File: config.mk
export PLATFORM = sky130hd
export DESIGN_NAME = tal_vec_cell
export DESIGN_NICKNAME = d
export VERILOG_FILES = /design/src/design/tal_pkg.sv /design/src/design/tal_vec_cell.sv
export SDC_FILE = /design/constraint.sdc
export NUM_CORES = 1
export LEC_CHECK = 0
export BUFFER_PORTS_ARGS = -buffer_cell sky130_fd_sc_hd__buf_2
export CAP_MARGIN = 20
export CORE_MARGIN = 2
export CORE_UTILIZATION = 30
export DETAILED_ROUTE_END_ITERATION = 6
export PLACE_DENSITY_LB_ADDON = 0.25
export RECOVER_POWER = 100
export SYNTH_ARGS = -nofsm -noshare
export SYNTH_HDL_FRONTEND = slang
export SYNTH_SLANG_ARGS = --single-unit
File: constraint.sdc
create_clock -name clk -period 10.9 [get_ports clk]
set_clock_uncertainty 0.15 [all_clocks]
set_input_delay 0.545 -clock clk [delete_from_list [all_inputs] [get_ports clk]]
set_output_delay 0.545 -clock clk [all_outputs]
set_load 0.005 [all_outputs]
File: src/design/tal_pkg.sv
package tal_pkg;

  // Default number of CORDIC micro-rotations in each chain.
  localparam int CORDIC_ITERATIONS_DEF = 16;
  // Largest number of micro-rotations the angle table supports.
  localparam int ANGLE_TABLE_LEN = 24;

  // Datapath widths: CORDIC x/y, CORDIC angle (Q30 radians).
  localparam int XW = 34;
  localparam int ZW = 33;
  // Remainder width of the steering demand divider and of the yaw divider.
  localparam int D1W = 32;
  localparam int D2W = 66;
  // Quotient bits of the two dividers.
  localparam int D1Q = 12;
  localparam int D2Q = 16;

  // Q4.12 constants.
  localparam logic [5:0]  YAW_DEADBAND = 6'd41;
  localparam logic [5:0]  MIN_DIVISOR  = 6'd41;
  localparam logic [11:0] BASE_SPEED   = 12'd614;
  localparam logic [10:0] DEMAND_SPEED = 11'd1434;
  localparam logic [12:0] ONE_Q12      = 13'd4096;

  // Configuration register indexes.
  localparam logic [1:0] CFG_WHEELBASE = 2'd0;
  localparam logic [1:0] CFG_MAX_ANGLE = 2'd1;

  localparam logic [14:0] WHEELBASE_RST = 15'd1229;
  localparam logic [12:0] MAX_ANGLE_RST = 13'd2145;

  // Item fields that travel alongside the arithmetic.
  typedef struct packed {
    logic signed [15:0] speed;
    logic signed [15:0] yaw;
    logic               pass;
  } tal_item_t;

  typedef struct packed {
    tal_item_t item;
    logic      neg;
    logic      ovf;
  } tal_tail_t;

  // round(atan(2^-i) * 2^30)
  function automatic logic signed [ZW-1:0] atan_angle(input int unsigned idx);
    logic signed [ZW-1:0] a;
    begin
      case (idx)
        0:  a = 33'sd843314857;
        1:  a = 33'sd497837829;
        2:  a = 33'sd263043837;
        3:  a = 33'sd133525159;
        4:  a = 33'sd67021687;
        5:  a = 33'sd33543516;
        6:  a = 33'sd16775851;
        7:  a = 33'sd8388437;
        8:  a = 33'sd4194283;
        9:  a = 33'sd2097149;
        10: a = 33'sd1048576;
        11: a = 33'sd524288;
        12: a = 33'sd262144;
        13: a = 33'sd131072;
        14: a = 33'sd65536;
        15: a = 33'sd32768;
        16: a = 33'sd16384;
        17: a = 33'sd8192;
        18: a = 33'sd4096;
        19: a = 33'sd2048;
        20: a = 33'sd1024;
        21: a = 33'sd512;
        22: a = 33'sd256;
        23: a = 33'sd128;
        default: a = '0;
      endcase
      return a;
    end
  endfunction

endpackage

File: src/design/tal_vec_cell.sv
module tal_vec_cell import tal_pkg::*; #(
  parameter int STEP = 0,
  parameter int PW   = 1
) (
  input  logic                 clk,
  input  logic                 rst_n,
  input  logic                 in_vld,
  input  logic signed [XW-1:0] in_x,
  input  logic signed [XW-1:0] in_y,
  input  logic signed [ZW-1:0] in_z,
  input  logic [PW-1:0]        in_pay,
  output logic                 out_vld,
  output logic signed [XW-1:0] out_x,
  output logic signed [XW-1:0] out_y,
  output logic signed [ZW-1:0] out_z,
  output logic [PW-1:0]        out_pay
);

  // Vectoring step: drive y toward zero and accumulate the angle.
  localparam logic signed [ZW-1:0] ANGLE = atan_angle(STEP);

  logic                 vld_r;
  logic signed [XW-1:0] x_r, y_r, x_nxt, y_nxt;
  logic signed [ZW-1:0] z_r, z_nxt;
  logic [PW-1:0]        pay_r;
  logic signed [XW-1:0] dx, dy;

  assign dx = in_y >>> STEP;
  assign dy = in_x >>> STEP;

  always_comb begin
    if (in_y > 0) begin
      x_nxt = in_x + dx;
      y_nxt = in_y - dy;
      z_nxt = in_z + ANGLE;
    end else begin
      x_nxt = in_x - dx;
      y_nxt = in_y + dy;
      z_nxt = in_z - ANGLE;
    end
  end

  always_ff @(posedge clk) begin
    if (!rst_n) begin
      vld_r <= 1'b0;
    end else begin
      vld_r <= in_vld;
    end
  end

  always_ff @(posedge clk) begin
    x_r   <= x_nxt;
    y_r   <= y_nxt;
    z_r   <= z_nxt;
    pay_r <= in_pay;
  end

  assign out_vld = vld_r;
  assign out_x   = x_r;
  assign out_y   = y_r;
  assign out_z   = z_r;
  assign out_pay = pay_r;

endmodule

==> summary.txt <==
DIE HEIGHT - 181 um
Mapped Area - 9350 um^2
Final setup viols - 0
IO Port Bufs - 207
Post-synth top area share - 21.8%
Peak supply drop - 80.3 uV
Number of global-route vias before repair - 8,925
Clock slew at reported path FFs - 0.07 ns
Ys flop type - dfxtp_1
Grt ovf - 0
Top post-synthesis cells by area - dfxtp_1 22%, ha_1 17%, a21oi_1 7.4%, xnor2_1 7.0%, inv_1 4.2%
Placed Area - 10,700 um^2
Core area - 30,700 um^2
Inserted Clock Buffers - 9
FILL cells - 3,315
Post-DP HPWL - 25,500 um
Hold Path Depth - 1
Launch point of the worst hold path - in_pay
Syn-to-layout area delta - 16.6%
Post-DR vias/cell - 5.17
Final Util - 35.5%
Max FO, Critical Path - 78
Synth top cells by count - 138 x a21oi_1, 130 x ha_1, 105 x inv_1
Clk sinks - 102
Startpoint types - input port
Num rows - 64
Crit. End Element - flop
CP required - 11.01 ns
Crit path kind - input port to flop
Layout cell share with drive strength beyond 1 - 14.3%
Largest net degree at the start of global routing - 79
Design Area, Final - 10,900 um^2
Post-route ant nets - 0
Syn_nets - 1,422
CTS H-tree lvls - 3
Initial core utilization - 30.5%
Fmax - 183 MHz
Horiz. Die Dim - 181 um
Setup TNS - 0 ns
Synthesized flop and latch total - 102
# diodes - 0
Max_cap viols - 1
Hold slack - 0.132 ns
Avg Cell Area, Syn - 7.90 um^2
Top-Level Pins - 208
Final hold viol count - 0
Buf/Inv on CP - 3
Syn. warnings - 0
Root Buffer - clkbuf_16
GR Util All Layers - 18.9%
Status - complete, but fails checks
Wire length per cell - 17.9 um
Final net count - 1,596
Clk buf depth - 2
Initial DRC Count - 746
First-pass DRT Iterations - 6
Crit-path cells - clkbuf_1 -> nor4_1 -> nand4_1 -> o41ai_1 -> clkbuf_1 -> buf_4 -> ha_1 -> nand2_1 -> nor2_1 -> nand3_1 -> a2111oi_0 -> o22a_1 -> nand2b_1 -> nand2_1 -> a31oi_1 -> xnor2_1
Seq/Total Area, Yosys - 21.8%
Slew Viols, Final - 42
Multi-input gate area - 6650 um^2
Tot Pwr - 0.00141 W
Crit-path max cell delay - 0.82 ns
Most frequent cell after synthesis - a21oi_1
Cts repair resizes - 0
RSZ-0062 raised after global routing - false
Ys async rst share - 0%
Post-synth EDFFs - 0
Worst rel slew slack - -55.4%
Power Density - 129 nW/um^2
Failing checks - max-capacitance violations, max-slew violations
CTS tree - built
Unique masters post-synth - 80
Leakage - 5.05 nW
Initial antenna violation count - 1
Top delay family on crit path - buffers and inverters
Crit path arrival time - 5.59 ns
Largest area contributor in the netlist - dfxtp_1
Vias - 9,088
Postcts setup bufs - 0
Sequential cell area - 2040 um^2
Die area - 32,600 um^2
Mapped Cells - 1,183
Tightest Pin Transition - 2.33 ns
Period utilization - 50.3%
Tmin final - 5.48 ns
Remaining DRCs - 0
Hold path endpoint - out_pay
WL final - 31,500 um
HP Class - input port to flop
First-pass GRT wire length - 48,800 um
GPL Wtd Cong - 0.889
Hold Buf Count CTS - 0
Slowest stage cell, crit path - buf_4
[cell type report]
class / count / area share, %
multi-input cells: 924 / 61.0
flip-flops and latches: 102 / 18.7
repair buffers: 210 / 9.01
well taps: 396 / 4.54
inverters: 110 / 3.81
clock buffers: 9 / 2.07
clock inverters: 6 / 0.861
[how the worst max path moves through the flow]
stage | startpoint | to | cells after the start
after floorplan | in_y[30] | out_z[22] | 14
after global placement | in_y[6] | out_z[31] | 15
after detailed placement | in_y[6] | out_z[31] | 16
after CTS | in_y[6] | out_z[29] | 15
after global routing | in_y[6] | out_z[29] | 15
final | in_y[6] | out_z[31] | 16
[report_power, final]
group	leakage [nW]	total, W	internal (W)	switching (W)
sequential	0.861	0.000485	0.000461	0.0000242
clock	0.153	0.000360	0.000202	0.000157
combinational	4.03	0.000565	0.000230	0.000335
total	5.05	0.00141	0.000893	0.000516
[layer usage]
metal  global-route usage [%]  share of wire (%)
met5                        0              0.022
met4                     4.87                1.6
met3                     2.89                5.0
met2                     31.8                 47
met1                     25.1                 47
[cell families (layout without fill, tap and decap cells)]
group,Yosys count,count (layout),synth area share (%)
AO/OA/AOI/OAI,391,391,26.9
XOR/XNOR,94,94,8.81
adder cells (fa/ha/maj),134,134,18.3
buffers and inverters,157,335,6.85
flip-flops,102,102,21.8
multiplexers,21,21,2.25
AND/OR/NAND/NOR,284,284,15.1
[cells in the final DEF, fill, tap and decap left out, drive strengths merged, types with 15 or more instances in the layout]
cell type	count
o21ai	82
buf	154
xnor2	75
nor2b	15
a21o	31
dfxtp	102
ha	130
a21oi	139
o21bai	22
nand3	20
nand2	64
clkbuf	65
a31oi	17
nand2b	15
inv	112
xor2	19
mux2i	21
nor3	16
nor2	84
[sequential cells by signal, indices dropped and copies added (netlist names)]
register / count
out_pay: 1
out_z: 33
out_x: 34
out_vld: 1
out_y: 33
[stage by stage]
| step | setup WS [ns] | instances |
|---|---|---|
| 4_1_cts | 6.11 | 1757 |
| 3_5_place_dp | 5.73 | 1742 |
| 6_report | 5.42 | 1757 |
| 5_1_grt | 4.93 | 1757 |
| 2_1_floorplan | 6.62 | 1183 |
| 3_3_place_gp | 5.78 | 1742 |
(Power assumes the default switching activity.)
