$ cat src/design/tal_pkg.sv
package tal_pkg;

  // Default number of CORDIC micro-rotations in each chain.
  localparam int CORDIC_ITERATIONS_DEF = 16;
  // Largest number of micro-rotations the angle table supports.
  localparam int ANGLE_TABLE_LEN = 24;

  // Datapath widths: CORDIC x/y, CORDIC angle (Q30 radians).
  localparam int XW = 34;
  localparam int ZW = 33;
  // Remainder width of the steering demand divider and of the yaw divider.
  localparam int D1W = 32;
  localparam int D2W = 66;
  // Quotient bits of the two dividers.
  localparam int D1Q = 12;
  localparam int D2Q = 16;

  // Q4.12 constants.
  localparam logic [5:0]  YAW_DEADBAND = 6'd41;
  localparam logic [5:0]  MIN_DIVISOR  = 6'd41;
  localparam logic [11:0] BASE_SPEED   = 12'd614;
  localparam logic [10:0] DEMAND_SPEED = 11'd1434;
  localparam logic [12:0] ONE_Q12      = 13'd4096;

  // Configuration register indexes.
  localparam logic [1:0] CFG_WHEELBASE = 2'd0;
  localparam logic [1:0] CFG_MAX_ANGLE = 2'd1;

  localparam logic [14:0] WHEELBASE_RST = 15'd1229;
  localparam logic [12:0] MAX_ANGLE_RST = 13'd2145;

  // Item fields that travel alongside the arithmetic.
  typedef struct packed {
    logic signed [15:0] speed;
    logic signed [15:0] yaw;
    logic               pass;
  } tal_item_t;

  typedef struct packed {
    tal_item_t item;
    logic      neg;
    logic      ovf;
  } tal_tail_t;

  // round(atan(2^-i) * 2^30)
  function automatic logic signed [ZW-1:0] atan_angle(input int unsigned idx);
    logic signed [ZW-1:0] a;
    begin
      case (idx)
        0:  a = 33'sd843314857;
        1:  a = 33'sd497837829;
        2:  a = 33'sd263043837;
        3:  a = 33'sd133525159;
        4:  a = 33'sd67021687;
        5:  a = 33'sd33543516;
        6:  a = 33'sd16775851;
        7:  a = 33'sd8388437;
        8:  a = 33'sd4194283;
        9:  a = 33'sd2097149;
        10: a = 33'sd1048576;
        11: a = 33'sd524288;
        12: a = 33'sd262144;
        13: a = 33'sd131072;
        14: a = 33'sd65536;
        15: a = 33'sd32768;
        16: a = 33'sd16384;
        17: a = 33'sd8192;
        18: a = 33'sd4096;
        19: a = 33'sd2048;
        20: a = 33'sd1024;
        21: a = 33'sd512;
        22: a = 33'sd256;
        23: a = 33'sd128;
        default: a = '0;
      endcase
      return a;
    end
  endfunction

endpackage

$ cat src/design/tal_rot_cell.sv
module tal_rot_cell import tal_pkg::*; #(
  parameter int STEP = 0,
  parameter int PW   = 1
) (
  input  logic                 clk,
  input  logic                 rst_n,
  input  logic                 in_vld,
  input  logic signed [XW-1:0] in_x,
  input  logic signed [XW-1:0] in_y,
  input  logic signed [ZW-1:0] in_z,
  input  logic [PW-1:0]        in_pay,
  output logic                 out_vld,
  output logic signed [XW-1:0] out_x,
  output logic signed [XW-1:0] out_y,
  output logic signed [ZW-1:0] out_z,
  output logic [PW-1:0]        out_pay
);

  // Rotation step: drive the residual angle toward zero.
  localparam logic signed [ZW-1:0] ANGLE = atan_angle(STEP);

  logic                 vld_r;
  logic signed [XW-1:0] x_r, y_r, x_nxt, y_nxt;
  logic signed [ZW-1:0] z_r, z_nxt;
  logic [PW-1:0]        pay_r;
  logic signed [XW-1:0] dx, dy;

  assign dx = in_y >>> STEP;
  assign dy = in_x >>> STEP;

  always_comb begin
    if (in_z >= 0) begin
      x_nxt = in_x - dx;
      y_nxt = in_y + dy;
      z_nxt = in_z - ANGLE;
    end else begin
      x_nxt = in_x + dx;
      y_nxt = in_y - dy;
      z_nxt = in_z + ANGLE;
    end
  end

  always_ff @(posedge clk) begin
    if (!rst_n) begin
      vld_r <= 1'b0;
    end else begin
      vld_r <= in_vld;
    end
  end

  always_ff @(posedge clk) begin
    x_r   <= x_nxt;
    y_r   <= y_nxt;
    z_r   <= z_nxt;
    pay_r <= in_pay;
  end

  assign out_vld = vld_r;
  assign out_x   = x_r;
  assign out_y   = y_r;
  assign out_z   = z_r;
  assign out_pay = pay_r;

endmodule

$ cat config.mk
export PLATFORM = sky130hd
export DESIGN_NAME = tal_rot_cell
export DESIGN_NICKNAME = d
export VERILOG_FILES = /design/src/design/tal_pkg.sv /design/src/design/tal_rot_cell.sv
export SDC_FILE = /design/constraint.sdc
export NUM_CORES = 1
export LEC_CHECK = 0
export BUFFER_PORTS_ARGS = -buffer_cell sky130_fd_sc_hd__buf_4
export CAP_MARGIN = 20
export CORE_MARGIN = 1
export CORE_UTILIZATION = 25
export CTS_BUF_LIST = sky130_fd_sc_hd__clkbuf_4 sky130_fd_sc_hd__clkbuf_8 sky130_fd_sc_hd__clkbuf_16
export CTS_CLUSTER_DIAMETER = 50
export DETAILED_ROUTE_END_ITERATION = 8
export PLACE_DENSITY = 0.49
export SLEW_MARGIN = 40
export SYNTH_ARGS = -nofsm -noshare
export SYNTH_HDL_FRONTEND = slang
export SYNTH_SLANG_ARGS = --single-unit
$ cat constraint.sdc
create_clock -name clk -period 4.2 [get_ports clk]
set_input_delay 0.42 -clock clk [delete_from_list [all_inputs] [get_ports clk]]
set_output_delay 0.42 -clock clk [all_outputs]
set_load 0.1 [all_outputs]
==> impl_metrics.json <==
{
  "numCtsBuffers": 9,
  "synth_top_family_by_area": "compound AO/OA/AOI/OAI gates",
  "crit_type": "in2reg",
  "p_sw_share_pct": 55.74,
  "syn_nets": 1509,
  "post-dp-hpwl_um": 28440,
  "vdd_ir_drop_max_uv": 362.9,
  "cts_tree": "yes",
  "initial_core_util_pct": 25.50,
  "drv_slew": 0,
  "synth_mux_area_share_pct": 1.248,
  "antenna_found_initial": 0,
  "grt_util_all_layers_pct": 17.66,
  "drt_wl_total_um": 34960,
  "async_flop_share_pct": 0,
  "synth_top_area_share_pct": 21.21,
  "grt_start_max_net_pins": 65,
  "synth_edf_count": 0,
  "p_comb_share_pct": 61.3,
  "dieArea_mm2": 0.03930,
  "holdCritPathClass": "in2reg",
  "maxCapViolCount": 0,
  "fp.coreArea_mm2": 0.03776,
  "post_cts_buffers": 0,
  "rsz0062_at_grt": "false",
  "leakagePower_nw": 5.456,
  "nNetsFinal": 1684,
  "yosys.area.top_type": "dfxtp_1",
  "place_congestion": 0.8756,
  "fillCellCount": 4108,
  "areaGrowthSynthToFinish_pct": 24.46,
  "cts.htree.levels": 3,
  "ys_ff_latch": 102,
  "pwr-share-seq_pct": 23.2,
  "ant_nets": 0,
  "netlist_instances": 1270,
  "placed_area_mm2": 0.01168,
  "avgRoutedWirePerCell_um": 17.83,
  "worstPathMaxFanout": 12,
  "core.rowCount": 71,
  "setup_viol": 0,
  "p_int_w": 0.002418,
  "drt_first_pass_iters": 6,
  "synth.avg_cell_area_um2": 7.580,
  "n_antenna_cell": 0,
  "clk_pin_slew_ns": 0.08,
  "ys_warn_count": 0,
  "cts_hold_buf": 0,
  "grt_pass1_wl_um": 53520,
  "tightest_slew_ns": 0.6293,
  "clock_tree.buffer_depth": 2,
  "cts_root_buffer": "clkbuf_16",
  "cts_sinks": 102,
  "min_period_ns": 3.264,
  "synth-simple-area-share_pct": 16.38,
  "gr-total-overflow": 0,
  "p_switching_w": 0.003045,
  "cp.required_ns": 4.50,
  "synthAdderAreaFrac_pct": 17.73,
  "grt_pass1_vias": 9441,
  "die_y_um": 198.2,
  "period_share_pct": 77.70,
  "status": "complete, no violations",
  "ys_types": 77,
  "arrival_ns": 3.56,
  "die_w_um": 198.2,
  "synth-compound-area-share_pct": 28.63,
  "slew_headroom_pct": 58.05,
  "clkPwrFrac_pct": 15.5,
  "ios": 208,
  "whs_path_depth": 1,
  "hp-start": "in_pay",
  "ys_seq_area_share_pct": 21.21,
  "cp-start-kind": "input pin",
  "synth_xor_area_share_pct": 7.915,
  "fin_tns_setup_ns": 0,
  "vias_per_cell": 5.029,
  "hold_viol": 0,
  "synthTopCellsByArea": "dfxtp_1 21%, ha_1 17%, a21oi_1 8.2%",
  "whs_endpoint": "out_pay",
  "vias": 9861,
  "ys.flop_type": "dfxtp_1",
  "fmax_ghz": 0.3064,
  "drt_iter0_markers": 717,
  "portBuffers": 207,
  "powerDensity_mw_per_mm2": 455.9,
  "end_kind": "register",
  "syn_area_mm2": 0.009627,
  "final_cell_area_mm2": 0.01198,
  "drc": 0,
  "cts-resized-gates": 0,
  "drive_above_1_share_pct": 17.24
}
[final cells by class]
class                   instances  area (µm²)  area share [%]
multi-input cells             995        6928           57.82
flip-flops and latches        102        2042           17.04
clock buffers                  10       232.7           1.942
repair buffers                214        1623           13.54
clock inverters                 6       55.05          0.4595
inverters                     123       461.7           3.853
well taps                     511       639.4           5.336
[cells by family (layout without fill, tap and decap cells)]
group                      Yosys count  after routing
muxes                               12             12
adders and majority gates          134            134
AOI/OAI and AO/OA                  442            442
DFF                                102            102
buffers and inverters              173            353
and+or+nand+nor                    320            320
xor gates and xnor gates            87             87
[worst max-delay path by stage]
stage	slack [ns]	depth (start not counted)	end	start
after floorplan	0.23	14	out_z[30]	in_z[32]
after CTS	0.92	12	out_x[21]	in_x[6]
after detailed placement	0.54	12	out_x[21]	in_x[6]
final	0.94	12	out_x[32]	in_x[5]
after global placement	0.55	12	out_x[21]	in_x[6]
after global routing	0.72	11	out_x[21]	in_x[8]
[cell usage after synthesis (9+ instances only)]
master,instances
xor2_1,17
o21bai_1,28
mux2i_1,12
nand2b_1,12
inv_1,115
nor3_1,34
a21o_1,29
nand2_1,49
xnor2_1,70
or3_1,13
ha_1,130
buf_1,9
clkbuf_1,32
o211ai_1,10
a211oi_1,12
a21oi_1,157
o21ai_0,76
nor2_1,109
o21ai_1,27
dfxtp_1,102
nand4_1,17
nand3_1,23
nor2b_1,17
o31ai_1,12
a31oi_1,12
o21a_1,11
[layout by cell type (no fill, tap or decap), drive strengths merged, types with 17 or more instances in the layout]
master  Yosys  layout
nand4      17      17
nor2b      17      17
nand3      23      23
nor2      109     109
xnor2      70      70
buf        18     214
nand2      49      49
dfxtp     102     102
nor3       34      34
a21o       29      29
inv       121     124
o21bai     28      28
o21ai     103     103
a21oi     157     157
ha        130     130
xor2       17      17
[worst max-delay path, cell delays in order]
cell      delay [ns]
buf_4           0.10
inv_1           0.04
ha_1            0.54
nand2b_1        0.22
or4b_1          0.49
o21ai_1         0.26
o21a_1          0.28
nor3_1          0.10
nor4_1          0.56
nor3_1          0.11
a211oi_1        0.28
xor2_1          0.16
[sequential cells by signal, summed over array words and instances, names as in the netlist]
signal / flops
out_x: 34
out_y: 33
out_z: 33
out_pay: 1
out_vld: 1
[power by group through the flow]
stage	clock [W]	combinational, W	sequential, W
2_1_floorplan	0	0.000921	0.00290
3_5_place_dp	0	0.00333	0.00129
6_report	0.000849	0.00335	0.00127
5_1_grt	0.000929	0.00351	0.00129
4_1_cts	0.000891	0.00334	0.00127
3_3_place_gp	0	0.00334	0.00129
[per-layer routing]
metal / up-vias / wire (µm) / global-route usage, %
li1: 4862 / - / -
met1: 4597 / 16400 / 24.20
met2: 365 / 15740 / 28.45
met3: 37 / 2243 / 2.981
met4: 0 / 574 / 4.421
met5: - / 0 / 0
[per-stage QoR]
| stage | util, % | std cells | worst slack [ns] | power (W) | hold slack [ns] |
|---|---|---|---|---|---|
| floorplan | - | 1270 | 0.2276 | 0.003816 | 0.4477 |
| global placement | 30.89 | 1944 | 0.5526 | 0.004628 | 0.5271 |
| detailed placement | 30.95 | 1945 | 0.5401 | 0.004623 | 0.5258 |
| CTS | 31.71 | 1961 | 0.9208 | 0.005508 | 0.1259 |
| global route | 31.73 | 1961 | 0.7161 | 0.005729 | 0.1265 |
| finish | 31.73 | 1961 | 0.9364 | 0.005463 | 0.1479 |
Power figures use the tool's default switching activity.
