File: config.mk
export PLATFORM = sky130hd
export DESIGN_NAME = tal_div_cell
export DESIGN_NICKNAME = d
export VERILOG_FILES = /design/src/design/tal_div_cell.sv
export SDC_FILE = /design/constraint.sdc
export NUM_CORES = 1
export LEC_CHECK = 0
export ABC_AREA = 1
export CAP_MARGIN = 30
export CORE_ASPECT_RATIO = 0.6
export CORE_MARGIN = 8
export CORE_UTILIZATION = 35
export CTS_CLUSTER_DIAMETER = 120
export CTS_CLUSTER_SIZE = 30
export DETAILED_ROUTE_END_ITERATION = 7
export DONT_BUFFER_PORTS = 1
export PLACE_DENSITY = 0.6
export SYNTH_ARGS = -nofsm -noshare
export SYNTH_HDL_FRONTEND = slang
export SYNTH_SLANG_ARGS = --single-unit
File: constraint.sdc
create_clock -name clk -period 4.2 [get_ports clk]
set_input_delay 1.05 -clock clk [delete_from_list [all_inputs] [get_ports clk]]
set_output_delay 1.05 -clock clk [all_outputs]
set_load 0.01 [all_outputs]
File: src/design/tal_div_cell.sv
module tal_div_cell #(
  parameter int W  = 32,
  parameter int QW = 12,
  parameter int SH = 0,
  parameter int PW = 1
) (
  input  logic          clk,
  input  logic          rst_n,
  input  logic          in_vld,
  input  logic [W-1:0]  in_rem,
  input  logic [W-1:0]  in_den,
  input  logic [QW-1:0] in_q,
  input  logic [PW-1:0] in_pay,
  output logic          out_vld,
  output logic [W-1:0]  out_rem,
  output logic [W-1:0]  out_den,
  output logic [QW-1:0] out_q,
  output logic [PW-1:0] out_pay
);

  // One restoring division step for quotient bit SH.
  logic          vld_r;
  logic [W-1:0]  rem_r, rem_nxt, den_r, trial;
  logic [QW-1:0] q_r, q_nxt;
  logic [PW-1:0] pay_r;
  logic          fits;

  assign trial   = in_den << SH;
  assign fits    = in_rem >= trial;
  assign rem_nxt = fits ? in_rem - trial : in_rem;
  assign q_nxt   = {in_q[QW-2:0], fits};

  always_ff @(posedge clk) begin
    if (!rst_n) begin
      vld_r <= 1'b0;
    end else begin
      vld_r <= in_vld;
    end
  end

  always_ff @(posedge clk) begin
    rem_r <= rem_nxt;
    den_r <= in_den;
    q_r   <= q_nxt;
    pay_r <= in_pay;
  end

  assign out_vld = vld_r;
  assign out_rem = rem_r;
  assign out_den = den_r;
  assign out_q   = q_r;
  assign out_pay = pay_r;

endmodule

==> metrics.md, run 1 <==
| Metric | Value |
|---|---|
| Status | `completed` |
| Hold slack final | `between 0.7 and 0.8 ns` |
| Dpl hpwl | `11900 um` |
| CTS sink cnt | `78` |
| Element type at the critical path start | `input port` |
| Post-CTS Setup Bufs | `0` |
| Endpoints failing setup | `0` |
| Crit. End Element | `flop` |
| Crit-path slowest cell | `fa_1` |
| Crit path max fanout | `35` |
| # DRC | `0` |
| Max-cap violations | `0` |
| Antenna violations before repair | `0` |
| Synth top area share | `0.331` |
| DRT iter0 DRCs | `242` |
| Share of cells above drive strength 1 | `0.0537` |
| Worst EP arrival | `~3.3 ns` |
| Slack of the critical path | `1.23 ns` |
| Synth Flop Type | `dfxtp_1` |
| Core area | `13400 um^2` |
| Setup TNS | `0 ns` |
| Fin cells | `between 900 and 1000` |
| Static Leak | `2.98 nW` |
| Layout area overhead | `9.81%` |
| Reg clk slew, reported paths | `0.06 ns` |
| Slew HR | `0.593` |
| Number of flops mapped to enable cells by yosys | `0` |
| Ys async rst share | `0` |
| Worst stage delay on the critical path | `0.36 ns` |
| IO Pins | `about 160` |
| First-pass GRT wire length | `22900 um` |
| CTS tree | `yes` |
| Slew Viols, Final | `0` |
| Final hold vios | `0` |
| VDD IR max | `~230 uV` |
| Hold Crit Start | `in_den[2]` |
| Full die area | `17600 um^2` |
| Hold Crit Class | `in2reg` |
| Port-buffer cells | `0` |
| Diode count | `0` |
| Cell variety after synth | `36` |
| Detail Route Antenna Nets | `0` |
| RSZ-0062 raised after global routing | `false` |
| Pin count of the biggest net entering global routing | `36` |
| Starting Density | `0.352` |
| Most frequent cell after synthesis | `nand2_1` |
| Min Tclk post-route | `2.97 ns` |
| Total track usage | `0.166` |
| Fmax | `337 MHz` |
| DRT Wirelength | `14500 um` |
| Final nets | `853` |
| Req. time, crit path | `roughly 4.5 ns` |
| Clock buffer depth | `2` |
| Die height | `between 100 and 150 um` |
| Root Driver | `clkbuf_16` |
| Slew @ Worst Pin | `0.609 ns` |
| Yosys reg bits | `78` |
| Cell count after placement | `around 900` |
| WL per Instance | `15.7 um` |
| Yosys warnings | `0` |
| Pwr/cell area | `416 nW/um^2` |
| Num rows | `33` |
| Die Wd | `166 um` |
| Vias in the first global route | `4106` |
| Pre-CTS WS | `approximately 0.88 ns` |
| TritonCTS Buffers | `9` |
| Synthesized cell area | `between 4000 and 5000 um^2` |
| H-tree level count | `3` |
| Via Count | `4237` |
| Syn Nets | `850` |
| Mapped Cells | `737` |
| Synth area leader | `dfxtp_1` |
| Via density | `4.61` |
| Routability cong. | `0.910` |
| Congestion Overflow GR | `0` |
| # resized after CTS | `0` |
| WS Path Type | `in2reg` |
| Drt first pass iters | `5` |
| Hold Buf Count CTS | `0` |
| Leading cell types by count after synthesis | `nand2_1 (272), inv_1 (152), dfxtp_1 (78), nand3_1 (76), nor2_1 (39)` |
| Sequential area share after synthesis | `0.331` |
| Worst setup path startpoint | `in_rem[0]` |
| Ranking of synthesized cells by area | `dfxtp_1 (33%), nand2_1 (22%), inv_1 (12%)` |
| Tcrit/Tclk final | `0.707` |
| Critical path's most frequent cell | `nand2_1` |
| Crit path cell chain | `inv_1 > ha_1 > fa_1 > inv_1 > nand2_1 > nand2_1 > nand3_1 > nand2_2 > nand2_1 > nand3_2 > nand2_4 > nand2_8 > nand3_1 > nand2_1` |
| Average cell area after synthesis | `6.41 um^2` |
area by class of cell:
| class | count | area (um^2) |
|---|---|---|
| fillers | 1468 | 8240 |
| multi-input cells | 494 | 2500 |
| flip-flops and latches | 78 | 1560 |
| inverters | 156 | 586 |
| clock buffers | 9 | 225 |
| well taps | 175 | 219 |
| clock inverters | 7 | 80.1 |
| repair buffers | 1 | 7.51 |
path summary, 6_finish.rpt:
| kind | slack (ns) | to | cells after the start |
|---|---|---|---|
| min | 0.73 | out_den[2] | 0 |
| max | 1.23 | out_rem[22] | 14 |
registers in the layout (all words and copies together), names as in the netlist:
name     count
out_q       12
out_pay      1
out_rem     32
out_vld      1
out_den     32
stage by stage:
stage          utilization  power, mW  area [um^2]
2_1_floorplan            -       1.26         4720
3_3_place_gp         0.364       1.38         4880
3_5_place_dp         0.364       1.38         4880
4_1_cts              0.386       2.18         5180
5_1_grt              0.386       2.30         5180
6_report             0.386       2.16         5180
layer usage:
metal / share of wire / track usage / wire, um
met3: 0.099 / 0.0736 / 1440
met5: 0 / 0 / 0
met1: 0.54 / 0.245 / 7880
met4: 0.0060 / 0.0291 / 87
met2: 0.35 / 0.212 / 5070
worst max-delay path: cells and delay by family:
family | cells | cell delay, ns
buf+inv | 2 | 0.16
fa+ha+maj | 2 | 0.58
simple gates | 10 | 1.43
cell families (layout without fill, tap and decap cells):
group           count (synthesis)  after routing  share of synthesized area
compound gates                 26             26                     0.0318
xor+xnor                       14             14                     0.0260
fa+ha+maj                      33             33                     0.0891
buf+inv                       165            173                      0.139
flops                          78             78                      0.331
simple gates                  421            421                      0.384
power breakdown:
part           switching, mW  leakage, nW  internal [mW]
clock                  0.323        0.148          0.468
combinational          0.312         2.17          0.153
sequential            0.0757        0.658          0.824
total                  0.711         2.98           1.45
cell usage in the layout, fill, tap and decap left out, drive strengths merged:
master / instances
xor2: 13
fa: 1
nor3: 4
buf: 1
and2: 3
xnor2: 1
dfxtp: 78
or2: 2
o21ai: 3
and3: 1
o21a: 1
bufinv: 1
a21oi: 18
nand3: 78
o21bai: 3
nor2: 44
clkinvlp: 1
nand2: 279
nand3b: 3
nand4: 7
inv: 158
ha: 32
a21o: 1
clkbuf: 9
clkinv: 3
Power figures use the tool's default switching activity.
==> run 2: changes to the inputs <==
- ABC_AREA: 1 -> 0
- clock period: 4.2 -> 3.09 ns (I/O delays scaled with it)
==> run 2 against run 1 <==
Compared with the run above: worst setup slack worse by 1.1 ns; cell count decreased by 33%; utilization is 4.5 points higher; global-route usage down 2.1 points; synthesized cell count down 41%; sequential power rose by 35%.
==> metrics.md, run 2 <==
| Metric | Value |
|---|---|
| Ranking of synthesized cells by area | `dfxtp_1 (41%), ha_1 (11%), nand2_1 (4.8%)` |
| Via Count | `3216` |
| # resized after CTS | `0` |
| CTS tree | `yes` |
| Drt first pass iters | `4` |
| Mapped Cells | `433` |
| Layout area overhead | `20.0%` |
| Post-CTS Setup Bufs | `0` |
| Clock buffer depth | `2` |
| Yosys reg bits | `between 70 and 80` |
| Critical path's most frequent cell | `a21o_1` |
| Average cell area after synthesis | `between 8 and 9 um^2` |
| Dpl hpwl | `8620 um` |
| Hold Buf Count CTS | `0` |
| Root Driver | `clkbuf_16` |
| Slew @ Worst Pin | `0.661 ns` |
| CP bufs+invs | `1` |
| Slew Viols, Final | `0` |
| H-tree level count | `3` |
| Crit path max fanout | `12` |
| Die height | `between 90 and 100 um` |
| IO Pins | `roughly 160` |
| Starting Density | `0.359` |
| Final hold vios | `0` |
| Synth top area share | `0.410` |
| Share of cells above drive strength 1 | `0.146` |
| Synthesized cell area | `3810 um^2` |
| Detail Route Antenna Nets | `0` |
| Pin count of the biggest net entering global routing | `24` |
| Via density | `5.19` |
| Commonest non-fill, non-tap cells in the layout | `dfxtp_1 (78), nand2_1 (49), buf_4 (43)` |
| PnR Total Power | `2.94 mW` |
| Crit. End Element | `flop` |
| DRT Wirelength | `10800 um` |
| # DRC | `0` |
| Crit path cell chain | `inv_1 > ha_1 > a21o_1 > a21o_1 > o21ba_1 > o41ai_2 > nand3_1 > o21ai_4 > mux2_1` |
| Leading cell types by count after synthesis | `dfxtp_1 (78), nand2_1 (49), inv_1 (41), ha_1 (32), o21ai_1 (25)` |
| Slack of the critical path | `0.164 ns` |
| Worst EP arrival | `3.14 ns` |
| Total track usage | `0.145` |
| Reg clk slew, reported paths | `0.06 ns` |
| Most frequent cell after synthesis | `dfxtp_1` |
| Full die area | `14600 um^2` |
| Port-buffer cells | `0` |
| Commonest non-fill, non-tap cell in the layout | `dfxtp_1` |
| Endpoints failing setup | `0` |
| DRT iter0 DRCs | `165` |
| Antenna violations before repair | `0` |
| CTS sink cnt | `roughly 80` |
| Ys async rst share | `0` |
| Pre-CTS WS | `-0.203 ns` |
| Core area | `10600 um^2` |
| Static Leak | `2.15 nW` |
| Congestion Overflow GR | `0` |
| Slew HR | `0.559` |
| Die Wd | `151 um` |
| TritonCTS Buffers | `9` |
| Req. time, crit path | `3.31 ns` |
| RSZ-0062 raised after global routing | `false` |
| Status | `completed` |
| Tcrit/Tclk final | `0.947` |
| Synth area leader | `dfxtp_1` |
| Cell variety after synth | `52` |
| Max-cap violations | `0` |
| WS Path Type | `in2reg` |
| Hold Crit Class | `in2reg` |
| Element type at the critical path start | `input port` |
| First-pass GRT wire length | `16700 um` |
| WL per Instance | `17.4 um` |
| Crit-path slowest cell | `o21ai_4` |
| Delay-heaviest family, CP | `compound AO/OA/AOI/OAI gates` |
| Syn Nets | `546` |
| Synth Flop Type | `dfxtp_1` |
| Fmax | `~340 MHz` |
| Number of flops mapped to enable cells by yosys | `0` |
| CP Depth | `9` |
| Worst stage delay on the critical path | `around 0.54 ns` |
| Diode count | `0` |
| Min Tclk post-route | `a little under 3 ns` |
| Yosys warnings | `0` |
| Pwr/cell area | `642 nW/um^2` |
| VDD IR max | `between 300 and 400 uV` |
| Hold depth | `0` |
| Sequential area share after synthesis | `0.410` |
| Final nets | `589` |
| Vias in the first global route | `3197` |
| Routability cong. | `0.872` |
| Num rows | `29` |
==> run 2: cell count changes after synthesis, sizes merged, moves of 10 or more <==
cell	previous run	this run
nand2	279	49
inv	155	41
a21o	1	11
xnor2	1	13
nand3	78	8
nor2	44	19
o21ai	3	47
==> run 2: final cells by class <==
cell class	instances	area [um^2]
clock buffers	10	239
fillers	1068	6020
inverters	41	154
repair buffers	44	343
multi-input cells	302	2010
flip-flops and latches	78	1560
clock inverters	6	85.1
well taps	139	174
==> run 2: stage by stage <==
step           cells  TNS [ns]  hold slack [ns]  utilization  area, um^2
6_report         620         0            0.458        0.431        4570
5_1_grt          620         0            0.436        0.431        4570
4_1_cts          619         0            0.443        0.431        4560
3_5_place_dp     603     -4.28            0.800        0.400        4240
3_3_place_gp     603     -3.77            0.800        0.400        4240
2_1_floorplan    433         0            0.800            -        3810
==> run 2: worst paths after layout <==
kind	startpoint	to
worst max-delay path	in_den[17]	out_rem[3]
worst min-delay path	in_den[13]	out_den[13]
==> run 2: kinds of logic (layout without fill, tap and decap cells) <==
logic type / Yosys count / in the layout / share of synthesized area
AOI/OAI and AO/OA: 125 / 126 / 0.210
DFF: 78 / 78 / 0.410
muxes: 2 / 2 / 0.00559
xor gates and xnor gates: 25 / 25 / 0.0575
adders and majority gates: 33 / 33 / 0.110
buffers and inverters: 54 / 101 / 0.0631
and+or+nand+nor: 116 / 116 / 0.143
==> run 2: where the power goes <==
| part | leakage [nW] | switching (mW) | internal (mW) |
|---|---|---|---|
| Clock | 0.154 | 0.409 | 0.726 |
| Combinational | 1.33 | 0.326 | 0.264 |
| Sequential | 0.658 | 0.0991 | 1.11 |
==> run 2: routing by layer <==
layer / routed length (um) / vias up / track usage
met1: 4690 / 1454 / 0.174
met2: 4460 / 152 / 0.217
li1: - / 1601 / -
met5: 0 / - / 0
met4: 62 / 0 / 0.0303
met3: 1580 / 9 / 0.0870
==> run 3: changes to the inputs <==
- clock period: 3.09 -> 3.4 ns (I/O delays scaled with it)
==> run 3 against run 2 <==
Compared with the run above: combinational power fell by 17%; via count shrank 4.4%; non-clock buffer count down 16; final area decreased by 3.8%; wire length shrank 5.0%; die area unchanged; sequential share of layout area up 1.4 points.
==> metrics.md, run 3 (same netlist as run 2, synthesis figures left out) <==
| Metric | Value |
|---|---|
| P_sw | `between 0.7 and 0.8 mW` |
| Commonest non-fill, non-tap cell in the layout | `dfxtp_1` |
| Total track usage | `0.138` |
| Core area | `10600 um^2` |
| Num rows | `29` |
| First-pass GRT wire length | `15800 um` |
| CTS sink cnt | `78` |
| Post-CTS Setup Bufs | `0` |
| Cell count after placement | `slightly below 600` |
| Status | `completed` |
| Commonest non-fill, non-tap cells in the layout | `dfxtp_1 (78), nand2_1 (49), inv_1 (41)` |
| Seq pwr share | `0.436` |
| Antenna violations before repair | `0` |
| Post-layout instance area | `4400 um^2` |
| Die height | `96.8 um` |
| CP Capture Point | `out_rem[7]` |
| Hold Buf Count CTS | `0` |
| Sw frac | `0.292` |
| Endpoints failing setup | `0` |
| Diode count | `0` |
| Port-buffer cells | `0` |
| Element type at the critical path start | `input port` |
| # DRC | `0` |
| H-tree level count | `3` |
| Root Driver | `clkbuf_16` |
| Internal power | `around 1.8 mW` |
| Req. time, crit path | `3.67 ns` |
| Final hold vios | `0` |
| Via Count | `3073` |
| Via density | `5.10` |
| Crit path max fanout | `31` |
| Dpl cell area | `4110 um^2` |
| Reg clk slew, reported paths | `0.06 ns` |
| Starting Density | `0.359` |
| Crit. End Element | `flop` |
| Pwr/cell area | `between 500 and 600 nW/um^2` |
| Congestion Overflow GR | `0` |
| Clock buffer depth | `2` |
| RSZ-0062 raised after global routing | `false` |
| Worst EP arrival | `3.37 ns` |
| Hold slack final | `0.530 ns` |
| Detail Route Antenna Nets | `0` |
| Fin cells | `~600` |
| TritonCTS Buffers | `9` |
| Min Tclk post-route | `3.10 ns` |
| Combinational power share | `0.195` |
| DRT iter0 DRCs | `193` |
| Clock share of power | `0.369` |
| Final nets | `around 570` |
| Die Wd | `151 um` |
| Drt first pass iters | `4` |
| DRT Wirelength | `about 10000 um` |
| Max-cap violations | `0` |
| Share of cells above drive strength 1 | `0.112` |
| Dpl hpwl | `around 8400 um` |
| Final core utilization | `0.415` |
| Hold Crit Class | `in2reg` |
| VDD IR max | `366 uV` |
| Static Leak | `2.04 nW` |
| Slew @ Worst Pin | `0.819 ns` |
| Slew Viols, Final | `0` |
| Pin count of the biggest net entering global routing | `32` |
| Routability cong. | `0.820` |
| Worst setup path startpoint | `in_den[17]` |
| WS Path Type | `in2reg` |
| CTS tree | `yes` |
| Tcrit/Tclk final | `0.912` |
| # resized after CTS | `0` |
| Layout area overhead | `15.5%` |
| Vias in the first global route | `3073` |
| Setup TNS | `0 ns` |
| Full die area | `14600 um^2` |
| Fmax | `322 MHz` |
| Slew HR | `0.452` |
| WL per Instance | `about 17 um` |
| IO Pins | `about 160` |
==> run 3: how the worst min path moves through the flow <==
stage                     cells past startpoint     endpoint  startpoint
after floorplan                               0   out_den[0]   in_den[0]
after global placement                        0    out_q[11]    in_q[10]
after detailed placement                      0     out_q[4]     in_q[3]
after CTS                                     0  out_den[18]  in_den[18]
after global routing                          0  out_den[24]  in_den[24]
final                                         0  out_den[18]  in_den[18]
==> run 3: worst max-delay path: stages <==
cell,delay [ns]
inv_1,0.02
ha_1,0.27
a21o_1,0.19
a21o_1,0.20
o21ba_1,0.18
o41ai_2,0.32
nand3_1,0.18
o21ai_4,0.68
buf_4,0.32
nand2_1,0.07
o21ai_1,0.07
==> run 3: per-layer routing <==
layer,up-vias,GRT usage,part of all wire
li1,1552,-,-
met4,0,0.0416,0.010
met2,127,0.203,0.41
met5,-,0,0
met1,1382,0.165,0.43
met3,12,0.0814,0.15
==> run 3: power groups by stage <==
stage                     Clock, mW  Sequential [mW]  Combinational (mW)
after global placement            0             1.13               0.478
final                         0.933             1.10               0.492
after floorplan                   0             1.10               0.375
after CTS                     0.959             1.11               0.493
after global routing          0.993             1.11               0.554
after detailed placement          0             1.13               0.488
==> run 3: layout make-up <==
class | count | area (um^2)
Clock inverter | 6 | 62.6
Sequential cell | 78 | 1560
Inverter | 41 | 154
Tap cell | 139 | 174
Fill cell | 1073 | 6200
Multi-Input combinational cell | 301 | 2010
Timing Repair Buffer | 28 | 210
Clock buffer | 10 | 229
==> run 3: through the flow <==
step | total power [mW] | setup WS, ns
3_5_place_dp | 1.61 | -0.0939
2_1_floorplan | 1.48 | 0.432
5_1_grt | 2.66 | 0.0789
3_3_place_gp | 1.61 | -0.0530
4_1_cts | 2.56 | 0.265
6_report | 2.53 | 0.299
